## config.mk

```make
export PLATFORM = sky130hd
export DESIGN_NAME = usb_keyboard_report_sequencer_flat
export DESIGN_NICKNAME = d
export VERILOG_FILES = /design/src/hw/rtl/usbkbd_pkg.sv /design/src/hw/rtl/usbkbd_if.sv /design/src/hw/rtl/usb_keyboard_report_sequencer.sv /design/src/flat_wrapper.sv
export SDC_FILE = /design/constraint.sdc
export NUM_CORES = 1
export LEC_CHECK = 0
export ABC_CLOCK_PERIOD_IN_PS = 3600
export BUFFER_PORTS_ARGS = -buffer_cell sky130_fd_sc_hd__buf_2
export CORE_ASPECT_RATIO = 0.75
export CORE_MARGIN = 3
export CORE_UTILIZATION = 60
export DETAILED_ROUTE_END_ITERATION = 10
export GPL_TIMING_DRIVEN = 0
export PLACE_DENSITY = 0.81
export SYNTH_ARGS = -nofsm -noshare
export SYNTH_HDL_FRONTEND = slang
export SYNTH_SLANG_ARGS = --single-unit
```

## constraint.sdc

```tcl
create_clock -name clk_i -period 3.6 [get_ports clk_i]
set_input_delay 0.36 -clock clk_i [delete_from_list [all_inputs] [get_ports clk_i]]
set_output_delay 0.36 -clock clk_i [all_outputs]
set_load 0.02 [all_outputs]
```

## src/hw/rtl/usbkbd_pkg.sv

```systemverilog
`timescale 1ns / 1ps
// ----------------------------------------------------------------------------
// usbkbd_pkg
// Shared types, codes and helpers of the USB keyboard report sequencer.
// ----------------------------------------------------------------------------
package usbkbd_pkg;

  localparam int unsigned NumCfgKeys = 6;

  typedef enum logic [1:0] {
    REQ_KEY   = 2'd0,
    REQ_CLOSE = 2'd1,
    REQ_DELAY = 2'd2,
    REQ_NONE  = 2'd3
  } req_type_e;

  typedef enum logic [2:0] {
    CFG_LEFT_SHIFT  = 3'd0,
    CFG_RIGHT_SHIFT = 3'd1,
    CFG_LEFT_CTRL   = 3'd2,
    CFG_RIGHT_CTRL  = 3'd3,
    CFG_LEFT_ALT    = 3'd4,
    CFG_RIGHT_ALT   = 3'd5,
    CFG_DELAY_THR   = 3'd6,
    CFG_UNUSED      = 3'd7
  } cfg_idx_e;

  localparam logic [7:0]  ReleasePrefix   = 8'hF0;
  localparam logic [23:0] DelayThrDefault = 24'd30000;
  // usages E0..E7 share these upper bits
  localparam logic [4:0]  ModUsageHigh    = 5'b11100;

  // hid modifier bit for each configured key register, in register order
  localparam logic [NumCfgKeys-1:0][2:0] CfgModBit = {
    3'd6, 3'd2, 3'd4, 3'd0, 3'd5, 3'd1
  };

  typedef logic [NumCfgKeys-1:0][7:0] cfg_keys_t;

  typedef struct packed {
    logic [7:0] report_scan;
    logic [7:0] report_mods;
    logic       all_keys_up;
    logic       wait_done;
    logic       last_of_run;
  } out_item_t;

  // first matching register wins, then usages E0..E7
  function automatic logic [7:0] match_modifier(input logic [7:0] code,
                                                input logic [7:0] key_num,
                                                input cfg_keys_t  cfg_keys);
    logic [7:0] bit_mask;
    bit_mask = 8'h00;
    if (code[7:3] == ModUsageHigh) begin
      bit_mask = 8'h01 << code[2:0];
    end
    for (int i = NumCfgKeys - 1; i >= 0; i--) begin
      if (key_num == cfg_keys[i]) begin
        bit_mask = 8'h01 << CfgModBit[i];
      end
    end
    return bit_mask;
  endfunction

endpackage

```

## src/hw/rtl/usbkbd_if.sv

```systemverilog
`timescale 1ns / 1ps
// ----------------------------------------------------------------------------
// usbkbd_if
// Valid/ready channels of the USB keyboard report sequencer.
// ----------------------------------------------------------------------------
interface usbkbd_in_if;
  logic        valid;
  logic        ready;
  logic [1:0]  req_type;
  logic [7:0]  key_code;
  logic        is_modifier;
  logic        is_sequence;
  logic [7:0]  key_number;
  logic [23:0] delay_us;

  modport source (output valid, req_type, key_code, is_modifier, is_sequence,
                  key_number, delay_us, input ready);
  modport sink (input valid, req_type, key_code, is_modifier, is_sequence,
                key_number, delay_us, output ready);
endinterface

interface usbkbd_out_if;
  logic       valid;
  logic       ready;
  logic [7:0] report_scan;
  logic [7:0] report_mods;
  logic       all_keys_up;
  logic       wait_done;
  logic       last_of_run;

  modport source (output valid, report_scan, report_mods, all_keys_up, wait_done,
                  last_of_run, input ready);
  modport sink (input valid, report_scan, report_mods, all_keys_up, wait_done,
                last_of_run, output ready);
endinterface

interface usbkbd_cfg_if;
  logic        valid;
  logic        ready;
  logic [2:0]  index;
  logic [23:0] data;

  modport source (output valid, index, data, input ready);
  modport sink (input valid, index, data, output ready);
endinterface

```

## src/hw/rtl/usb_keyboard_report_sequencer.sv

```systemverilog
`timescale 1ns / 1ps
// ----------------------------------------------------------------------------
// usb_keyboard_report_sequencer
// Converts keyboard-wedge items into USB HID boot keyboard reports.
// ----------------------------------------------------------------------------
// An input transaction is taken into an input register and then decoded in a
// single pass that updates the modifier state and loads between zero and three
// reports into a three-entry result buffer. The buffer drives the output port
// and sends one report per cycle while the output is ready; each item passes
// through the input register before its reports reach the buffer. Items that
// produce no report pass at one per cycle while the buffer is empty. After an
// item that produces reports, the next item is held in the input register until
// the buffer is down to its last entry and that entry is taken (single output).
// Configuration writes are always taken and must only occur while idle.
module usb_keyboard_report_sequencer (
  input  logic         clk_i,
  input  logic         rst_ni,
  usbkbd_cfg_if.sink   cfg_i,
  usbkbd_in_if.sink    in_i,
  usbkbd_out_if.source out_o
);

  // configuration
  usbkbd_pkg::cfg_keys_t cfg_keys_q;
  logic [23:0]           delay_thr_q;

  // input register
  logic        stg_vld_q;
  logic [1:0]  stg_req_q;
  logic [7:0]  stg_code_q;
  logic        stg_mod_q;
  logic        stg_seq_q;
  logic [7:0]  stg_knum_q;
  logic [23:0] stg_delay_q;

  // sequencer state
  logic [7:0] pend_scan_q, pend_scan_d;
  logic [7:0] mod_mask_q, mod_mask_d;
  logic [7:0] kept_mods_q, kept_mods_d;
  logic       next_rel_q, next_rel_d;
  logic [7:0] sent_scan_q, sent_scan_d;
  logic [7:0] sent_mods_q, sent_mods_d;

  // result buffer
  usbkbd_pkg::out_item_t res_q [3];
  usbkbd_pkg::out_item_t res_d [3];
  logic [1:0]            cnt_q, cnt_d;
  logic [1:0]            num_res;

  logic pop;
  logic stg_load;
  logic in_acc;

  assign cfg_i.ready = 1'b1;

  always_ff @(posedge clk_i or negedge rst_ni) begin
    if (!rst_ni) begin
      cfg_keys_q  <= '0;
      delay_thr_q <= usbkbd_pkg::DelayThrDefault;
    end else if (cfg_i.valid) begin
      case (cfg_i.index)
        usbkbd_pkg::CFG_LEFT_SHIFT:  cfg_keys_q[0] <= cfg_i.data[7:0];
        usbkbd_pkg::CFG_RIGHT_SHIFT: cfg_keys_q[1] <= cfg_i.data[7:0];
        usbkbd_pkg::CFG_LEFT_CTRL:   cfg_keys_q[2] <= cfg_i.data[7:0];
        usbkbd_pkg::CFG_RIGHT_CTRL:  cfg_keys_q[3] <= cfg_i.data[7:0];
        usbkbd_pkg::CFG_LEFT_ALT:    cfg_keys_q[4] <= cfg_i.data[7:0];
        usbkbd_pkg::CFG_RIGHT_ALT:   cfg_keys_q[5] <= cfg_i.data[7:0];
        usbkbd_pkg::CFG_DELAY_THR:   delay_thr_q   <= cfg_i.data;
        default: ;
      endcase
    end
  end

  assign pop      = out_o.valid && out_o.ready;
  assign stg_load = stg_vld_q && ((cnt_q == 2'd0) || ((cnt_q == 2'd1) && pop));
  assign in_i.ready = !stg_vld_q || stg_load;
  assign in_acc   = in_i.valid && in_i.ready;

  always_ff @(posedge clk_i or negedge rst_ni) begin
    if (!rst_ni) begin
      stg_vld_q <= 1'b0;
    end else if (in_i.ready) begin
      stg_vld_q <= in_i.valid;
    end
  end

  always_ff @(posedge clk_i) begin
    if (in_acc) begin
      stg_req_q   <= in_i.req_type;
      stg_code_q  <= in_i.key_code;
      stg_mod_q   <= in_i.is_modifier;
      stg_seq_q   <= in_i.is_sequence;
      stg_knum_q  <= in_i.key_number;
      stg_delay_q <= in_i.delay_us;
    end
  end

  // single-pass decode of the staged item
  always_comb begin
    logic [7:0]            mbit;
    logic [7:0]            mask_new;
    logic                  gap_en;
    logic                  rel_en;
    logic [7:0]            s_mods;
    usbkbd_pkg::out_item_t ra;
    usbkbd_pkg::out_item_t rb;
    usbkbd_pkg::out_item_t rc;

    mbit        = usbkbd_pkg::match_modifier(stg_code_q, stg_knum_q, cfg_keys_q);
    mask_new    = mod_mask_q;
    gap_en      = 1'b0;
    rel_en      = 1'b0;
    s_mods      = sent_mods_q;
    pend_scan_d = pend_scan_q;
    mod_mask_d  = mod_mask_q;
    kept_mods_d = kept_mods_q;
    next_rel_d  = next_rel_q;
    sent_scan_d = sent_scan_q;
    sent_mods_d = sent_mods_q;
    num_res     = 2'd0;
    ra          = '{report_scan: 8'h00, report_mods: kept_mods_q, all_keys_up: 1'b0,
                    wait_done: 1'b1, last_of_run: 1'b0};
    rb          = '{report_scan: 8'h00, report_mods: mod_mask_q, all_keys_up: 1'b0,
                    wait_done: 1'b1, last_of_run: 1'b0};
    rc          = '{report_scan: stg_code_q, report_mods: mod_mask_q, all_keys_up: 1'b0,
                    wait_done: 1'b1, last_of_run: 1'b1};

    case (usbkbd_pkg::req_type_e'(stg_req_q))
      usbkbd_pkg::REQ_CLOSE: begin
        pend_scan_d = 8'h00;
        mod_mask_d  = 8'h00;
        sent_scan_d = 8'h00;
        sent_mods_d = 8'h00;
        rc          = '{report_scan: 8'h00, report_mods: 8'h00, all_keys_up: 1'b1,
                        wait_done: 1'b1, last_of_run: 1'b1};
        num_res     = 2'd1;
      end
      usbkbd_pkg::REQ_DELAY: begin
        if (stg_delay_q > delay_thr_q) begin
          sent_scan_d = 8'h00;
          sent_mods_d = mod_mask_q;
          rc          = '{report_scan: 8'h00, report_mods: mod_mask_q, all_keys_up: 1'b0,
                          wait_done: 1'b0, last_of_run: 1'b1};
          num_res     = 2'd1;
        end
      end
      usbkbd_pkg::REQ_KEY: begin
        if (next_rel_q) begin
          next_rel_d = 1'b0;
          if (mbit != 8'h00) begin
            mask_new    = mod_mask_q & ~mbit;
            mod_mask_d  = mask_new;
            kept_mods_d = mask_new;
          end
        end else if (stg_code_q == usbkbd_pkg::ReleasePrefix) begin
          next_rel_d = 1'b1;
        end else if ((stg_mod_q || stg_seq_q) && (mbit != 8'h00)) begin
          mod_mask_d = mod_mask_q | mbit;
        end else begin
          pend_scan_d = stg_code_q;
          rel_en      = (kept_mods_q != sent_mods_q);
          if (rel_en) begin
            s_mods = kept_mods_q;
          end
          // sent scan is zero after a release report
          gap_en = ((stg_code_q == (rel_en ? 8'h00 : sent_scan_q)) &&
                    (stg_code_q != 8'h00)) || (mod_mask_q != s_mods);
          sent_scan_d = stg_code_q;
          sent_mods_d = mod_mask_q;
          kept_mods_d = mod_mask_q;
          num_res     = 2'd1 + 2'(rel_en) + 2'(gap_en);
        end
      end
      default: ;
    endcase

    res_d[0] = rc;
    res_d[1] = rc;
    res_d[2] = rc;
    if (rel_en) begin
      res_d[0] = ra;
      if (gap_en) begin
        res_d[1] = rb;
      end
    end else if (gap_en) begin
      res_d[0] = rb;
    end
  end

  always_comb begin
    cnt_d = cnt_q;
    if (stg_load) begin
      cnt_d = num_res;
    end else if (pop) begin
      cnt_d = cnt_q - 2'd1;
    end
  end

  always_ff @(posedge clk_i or negedge rst_ni) begin
    if (!rst_ni) begin
      cnt_q       <= 2'd0;
      pend_scan_q <= 8'h00;
      mod_mask_q  <= 8'h00;
      kept_mods_q <= 8'h00;
      next_rel_q  <= 1'b0;
      sent_scan_q <= 8'h00;
      sent_mods_q <= 8'h00;
    end else begin
      cnt_q <= cnt_d;
      if (stg_load) begin
        pend_scan_q <= pend_scan_d;
        mod_mask_q  <= mod_mask_d;
        kept_mods_q <= kept_mods_d;
        next_rel_q  <= next_rel_d;
        sent_scan_q <= sent_scan_d;
        sent_mods_q <= sent_mods_d;
      end
    end
  end

  always_ff @(posedge clk_i) begin
    if (stg_load) begin
      res_q[0] <= res_d[0];
      res_q[1] <= res_d[1];
      res_q[2] <= res_d[2];
    end else if (pop) begin
      res_q[0] <= res_q[1];
      res_q[1] <= res_q[2];
    end
  end

  assign out_o.valid       = (cnt_q != 2'd0);
  assign out_o.report_scan = res_q[0].report_scan;
  assign out_o.report_mods = res_q[0].report_mods;
  assign out_o.all_keys_up = res_q[0].all_keys_up;
  assign out_o.wait_done   = res_q[0].wait_done;
  assign out_o.last_of_run = res_q[0].last_of_run;

`ifndef SYNTHESIS
  a_load_when_drained: assert property (@(posedge clk_i) disable iff (!rst_ni)
    stg_load |-> (cnt_q == 2'd0) || ((cnt_q == 2'd1) && pop))
    else $error("result buffer reloaded while reports remain");

  a_results_follow: assert property (@(posedge clk_i) disable iff (!rst_ni)
    (stg_load && (num_res != 2'd0)) |=> out_o.valid)
    else $error("decoded reports not presented");

  a_last_entry_marked: assert property (@(posedge clk_i) disable iff (!rst_ni)
    (cnt_q == 2'd1) |-> res_q[0].last_of_run)
    else $error("final buffered report lacks last_of_run");

  a_close_clears: assert property (@(posedge clk_i) disable iff (!rst_ni)
    (stg_load && (stg_req_q == usbkbd_pkg::REQ_CLOSE)) |=>
      (mod_mask_q == 8'h00) && (pend_scan_q == 8'h00))
    else $error("close did not clear key state");
`endif

endmodule
```

## src/flat_wrapper.sv

```systemverilog
// flat-port wrapper written by rule: the top's interface ports become plain ports
module usb_keyboard_report_sequencer_flat 
  (clk_i, rst_ni, cfg_i_valid, cfg_i_index, cfg_i_data, cfg_i_ready, in_i_valid, in_i_req_type, in_i_key_code, in_i_is_modifier, in_i_is_sequence, in_i_key_number, in_i_delay_us, in_i_ready, out_o_valid, out_o_report_scan, out_o_report_mods, out_o_all_keys_up, out_o_wait_done, out_o_last_of_run, out_o_ready);
  usbkbd_cfg_if cfg_i_i ();
  usbkbd_in_if in_i_i ();
  usbkbd_out_if out_o_i ();
  input  logic clk_i;
  input  logic rst_ni;
  input wire logic [$bits(cfg_i_i.valid)-1:0] cfg_i_valid;
  input wire logic [$bits(cfg_i_i.index)-1:0] cfg_i_index;
  input wire logic [$bits(cfg_i_i.data)-1:0] cfg_i_data;
  output wire logic [$bits(cfg_i_i.ready)-1:0] cfg_i_ready;
  input wire logic [$bits(in_i_i.valid)-1:0] in_i_valid;
  input wire logic [$bits(in_i_i.req_type)-1:0] in_i_req_type;
  input wire logic [$bits(in_i_i.key_code)-1:0] in_i_key_code;
  input wire logic [$bits(in_i_i.is_modifier)-1:0] in_i_is_modifier;
  input wire logic [$bits(in_i_i.is_sequence)-1:0] in_i_is_sequence;
  input wire logic [$bits(in_i_i.key_number)-1:0] in_i_key_number;
  input wire logic [$bits(in_i_i.delay_us)-1:0] in_i_delay_us;
  output wire logic [$bits(in_i_i.ready)-1:0] in_i_ready;
  output wire logic [$bits(out_o_i.valid)-1:0] out_o_valid;
  output wire logic [$bits(out_o_i.report_scan)-1:0] out_o_report_scan;
  output wire logic [$bits(out_o_i.report_mods)-1:0] out_o_report_mods;
  output wire logic [$bits(out_o_i.all_keys_up)-1:0] out_o_all_keys_up;
  output wire logic [$bits(out_o_i.wait_done)-1:0] out_o_wait_done;
  output wire logic [$bits(out_o_i.last_of_run)-1:0] out_o_last_of_run;
  input wire logic [$bits(out_o_i.ready)-1:0] out_o_ready;
  assign cfg_i_i.valid = cfg_i_valid;
  assign cfg_i_i.index = cfg_i_index;
  assign cfg_i_i.data = cfg_i_data;
  assign cfg_i_ready = cfg_i_i.ready;
  assign in_i_i.valid = in_i_valid;
  assign in_i_i.req_type = in_i_req_type;
  assign in_i_i.key_code = in_i_key_code;
  assign in_i_i.is_modifier = in_i_is_modifier;
  assign in_i_i.is_sequence = in_i_is_sequence;
  assign in_i_i.key_number = in_i_key_number;
  assign in_i_i.delay_us = in_i_delay_us;
  assign in_i_ready = in_i_i.ready;
  assign out_o_valid = out_o_i.valid;
  assign out_o_report_scan = out_o_i.report_scan;
  assign out_o_report_mods = out_o_i.report_mods;
  assign out_o_all_keys_up = out_o_i.all_keys_up;
  assign out_o_wait_done = out_o_i.wait_done;
  assign out_o_last_of_run = out_o_i.last_of_run;
  assign out_o_i.ready = out_o_ready;
  usb_keyboard_report_sequencer u_core (.clk_i(clk_i), .rst_ni(rst_ni), .cfg_i(cfg_i_i), .in_i(in_i_i), .out_o(out_o_i));
endmodule
```

==> metrics <==
most frequent cells in the layout=dfrtp_1 (101), edfxtp_1 (100), buf_2 (94); fmax=287 MHz; ys flop type=dfrtp_1; P_sw=3.02 mW; max-slew violation count=0; CP required=3.97 ns; Synth Net Count=923; placed cells=1122; Gate Count Post-Synth=816; CP delay by family, top=simple AND/OR/NAND/NOR gates; Sequential Area=0.00571 sq mm; Initial Utilization=62.6%; DP HPWL=14900 microns; WHS=0.0405 ns; Placed Area=0.0110 sq mm; Die W=157 microns; Setup violations, final=0; IO Pins=98; Routed met3 length=1250 microns; CTS tree=built; Rows=40; Comb power frac=34.6%; DR WL/cell=18.6 microns; Root Buffer=clkbuf_16; power share of the sequential group=42.6%; total die area=0.0187 sq mm; Leak=5.02 nW; fillers=1146; Final nets=1043; WP buf/inv=2; Clk pin slew, worst setup/hold paths=0.07 ns; Starting DRT DRC Count=445; finished layout cell area=0.0117 sq mm; ys async rst share=51.9%; Worst-Skew Late Latency=0.49 ns; Layout Cells excl Fill=1162; CP most frequent cell=or4_1; Final Cycle Share=96.8%; final routed DRC violation total=0; Num CTS Buffers=21; number of routed nets with antenna violations=0; routed wl met2=10000 microns; multi-input logic area=0.00399 sq mm; Synth Area per Inst=12.5 sq um; Highest Signal Layer=met4; Cell Area, Synth=0.0102 sq mm; Setup WS post-layout=0.116 ns; Clock power frac=22.8%; crit path DAT=3.85 ns; # clock sinks=208; maxcap violations=0; RSZ-0062 raised after global routing=false; post-DR vias/cell=5.76; Synth area leaders=edfxtp_1 (29%), dfrtp_1 (25%), mux2_2 (9.5%); total wire length=21600 microns; Int Pwr=6.08 mW; Sw Share=33.2%; Core Util, Final=71.7%; Placement Setup Slack=-0.225 ns; Post-synth EDFFs=100; critical path startpoint category=flop; Seq/Total Area, Yosys=55.8%; gpl congestion=0.873; Slew HR=11.3%; Synth top area share=29.3%; synth unique cells=70; synthesized flop and latch total=208; fin crit period=3.48 ns; Max FO, Critical Path=16; commonest non-fill, non-tap cell in the layout=dfrtp_1; Die Ht=119 microns; vias in the first global route=6605; cell taking the most area after synthesis=edfxtp_1; Final Hold Viols=0; worst slew pin tran=1.33 ns; TNS Setup=0 ns; Layout area overhead=14.7%; largest net degree at the start of global routing=80; initial antenna violation count=1; pwr/cell area=775 mW/mm^2; worst vdd ir=429 uV; crit path capture type=flop; drt first pass iters=4; Min-Delay Path Class=input port to flop; global route overflow=0; Crit-path slowest cell=or4_1; layout cells sized above 1=30.8%; total number of vias=6693; synthesis warning total=0; PnR Total Power=9.10 mW; Worst path max stage delay=0.55 ns; GR Util All Layers=23.2%; core area=0.0164 sq mm; IO Port Bufs=94; status=finished, final reports clean; first-pass GRT wire length=34900 microns; Post-Route M1 WL=9930 microns; kind of critical path=flop to flop; CP Cell Sequence=inv_1 > ha_1 > nand4_1 > or4_1 > or4_1 > o21a_1 > o21ai_0 > a21o_1 > clkbuf_4 > mux2_2; Max Clock Skew=0.0110 ns; Max Root-Sink Buffers=3; CTS H-Tree Depth=1
[timing repair]
item                       4_1_cts  5_1_grt
hold buffers                     1        0
setup endpoints to repair       32       35
hold endpoints to repair        27        0
cloned                           0        0
buffers inserted                 1        0
gates resized for setup          4        5
pin swaps                        1        0
[flip-flops by register name, indices dropped and copies added (netlist names)]
register,flops
u_core.cfg_keys_q,48
u_core.cnt_q,2
u_core.delay_thr_q,24
u_core.kept_mods_q,8
u_core.mod_mask_q,8
u_core.next_rel_q,1
u_core.res_q,56
u_core.sent_mods_q,8
u_core.sent_scan_q,8
u_core.stg_code_q,8
u_core.stg_delay_q,24
u_core.stg_knum_q,8
u_core.stg_mod_q,1
u_core.stg_req_q,2
u_core.stg_seq_q,1
u_core.stg_vld_q,1
[cells by family (layout without fill, tap and decap cells)]
kind of cell,count (synthesis),count (layout),share of synthesized area [%]
flip-flops,208,208,55.8
AO/OA/AOI/OAI,123,123,8.96
AND/OR/NAND/NOR,190,190,10.2
multiplexers,92,92,10.0
other,1,3,0.0366
buffers and inverters,105,239,5.52
XOR/XNOR,66,66,5.65
adder cells (fa/ha/maj),31,31,3.79
[layer usage]
metal	global-route usage, %	vias to the layer above
li1	-	3153
met1	35.2	3304
met2	35.5	200
met3	3.63	36
met4	5.03	0
met5	0	-
[final cells by class]
| type | count | share of cell area (%) |
|---|---|---|
| antenna | 2 | 0.0426 |
| sequential | 208 | 48.7 |
| buffer | 56 | 3.26 |
| timing repair buffer | 98 | 4.72 |
| clock buffer | 30 | 5.19 |
| multi-input combinational | 503 | 34.0 |
| tap | 210 | 2.24 |
| clock inverter | 7 | 0.320 |
| inverter | 48 | 1.53 |
[cell usage after synthesis, types with 4 or more instances]
library cell and number:
mux2_2 86, clkbuf_1 19, nand2b_1 4, xnor2_1 18, edfxtp_1 100, inv_1 48, mux2i_1 6, nand2_1 55
nor2_1 27, a221o_2 6, ha_1 31, nor3_1 7, or2_2 6, o21ai_0 32, a21o_1 10, dfrtp_1 101
a21boi_0 4, buf_6 11, a22o_1 16, a211o_1 4, nand3_1 4, xor2_1 48, and2_1 14, nor4_1 15
nand4_1 10, a21oi_1 10, o21a_1 5, nor2b_1 24, buf_4 21, dfstp_2 7, and3_1 4
[power by group through the flow]
stage	clock network, mW	logic, mW	registers (mW)
2_1_floorplan	0	2.29	3.83
3_3_place_gp	0	2.96	3.89
3_5_place_dp	0	3.09	3.91
4_1_cts	2.10	3.15	3.88
5_1_grt	2.20	3.48	3.96
6_report	2.07	3.15	3.88
[final timing paths]
path / to / slack (ns) / depth (start not counted) / startpoint
max: u_core.sent_mods_q[1] / 0.12 / 10 / u_core.delay_thr_q[14]
min: u_core.stg_delay_q[11] / 0.04 / 1 / in_i_delay_us[11]
max reg2reg: u_core.sent_mods_q[1] / 0.12 / 10 / u_core.delay_thr_q[14]
min reg2reg: u_core.delay_thr_q[11] / 0.51 / 1 / u_core.delay_thr_q[11]
max in group asynchronous: u_core.cfg_keys_q[23] / 2.58 / 3 / rst_ni
min in group asynchronous: u_core.delay_thr_q[15] / 0.31 / 2 / rst_ni
No activity file was read; power rests on OpenSTA's default activity.
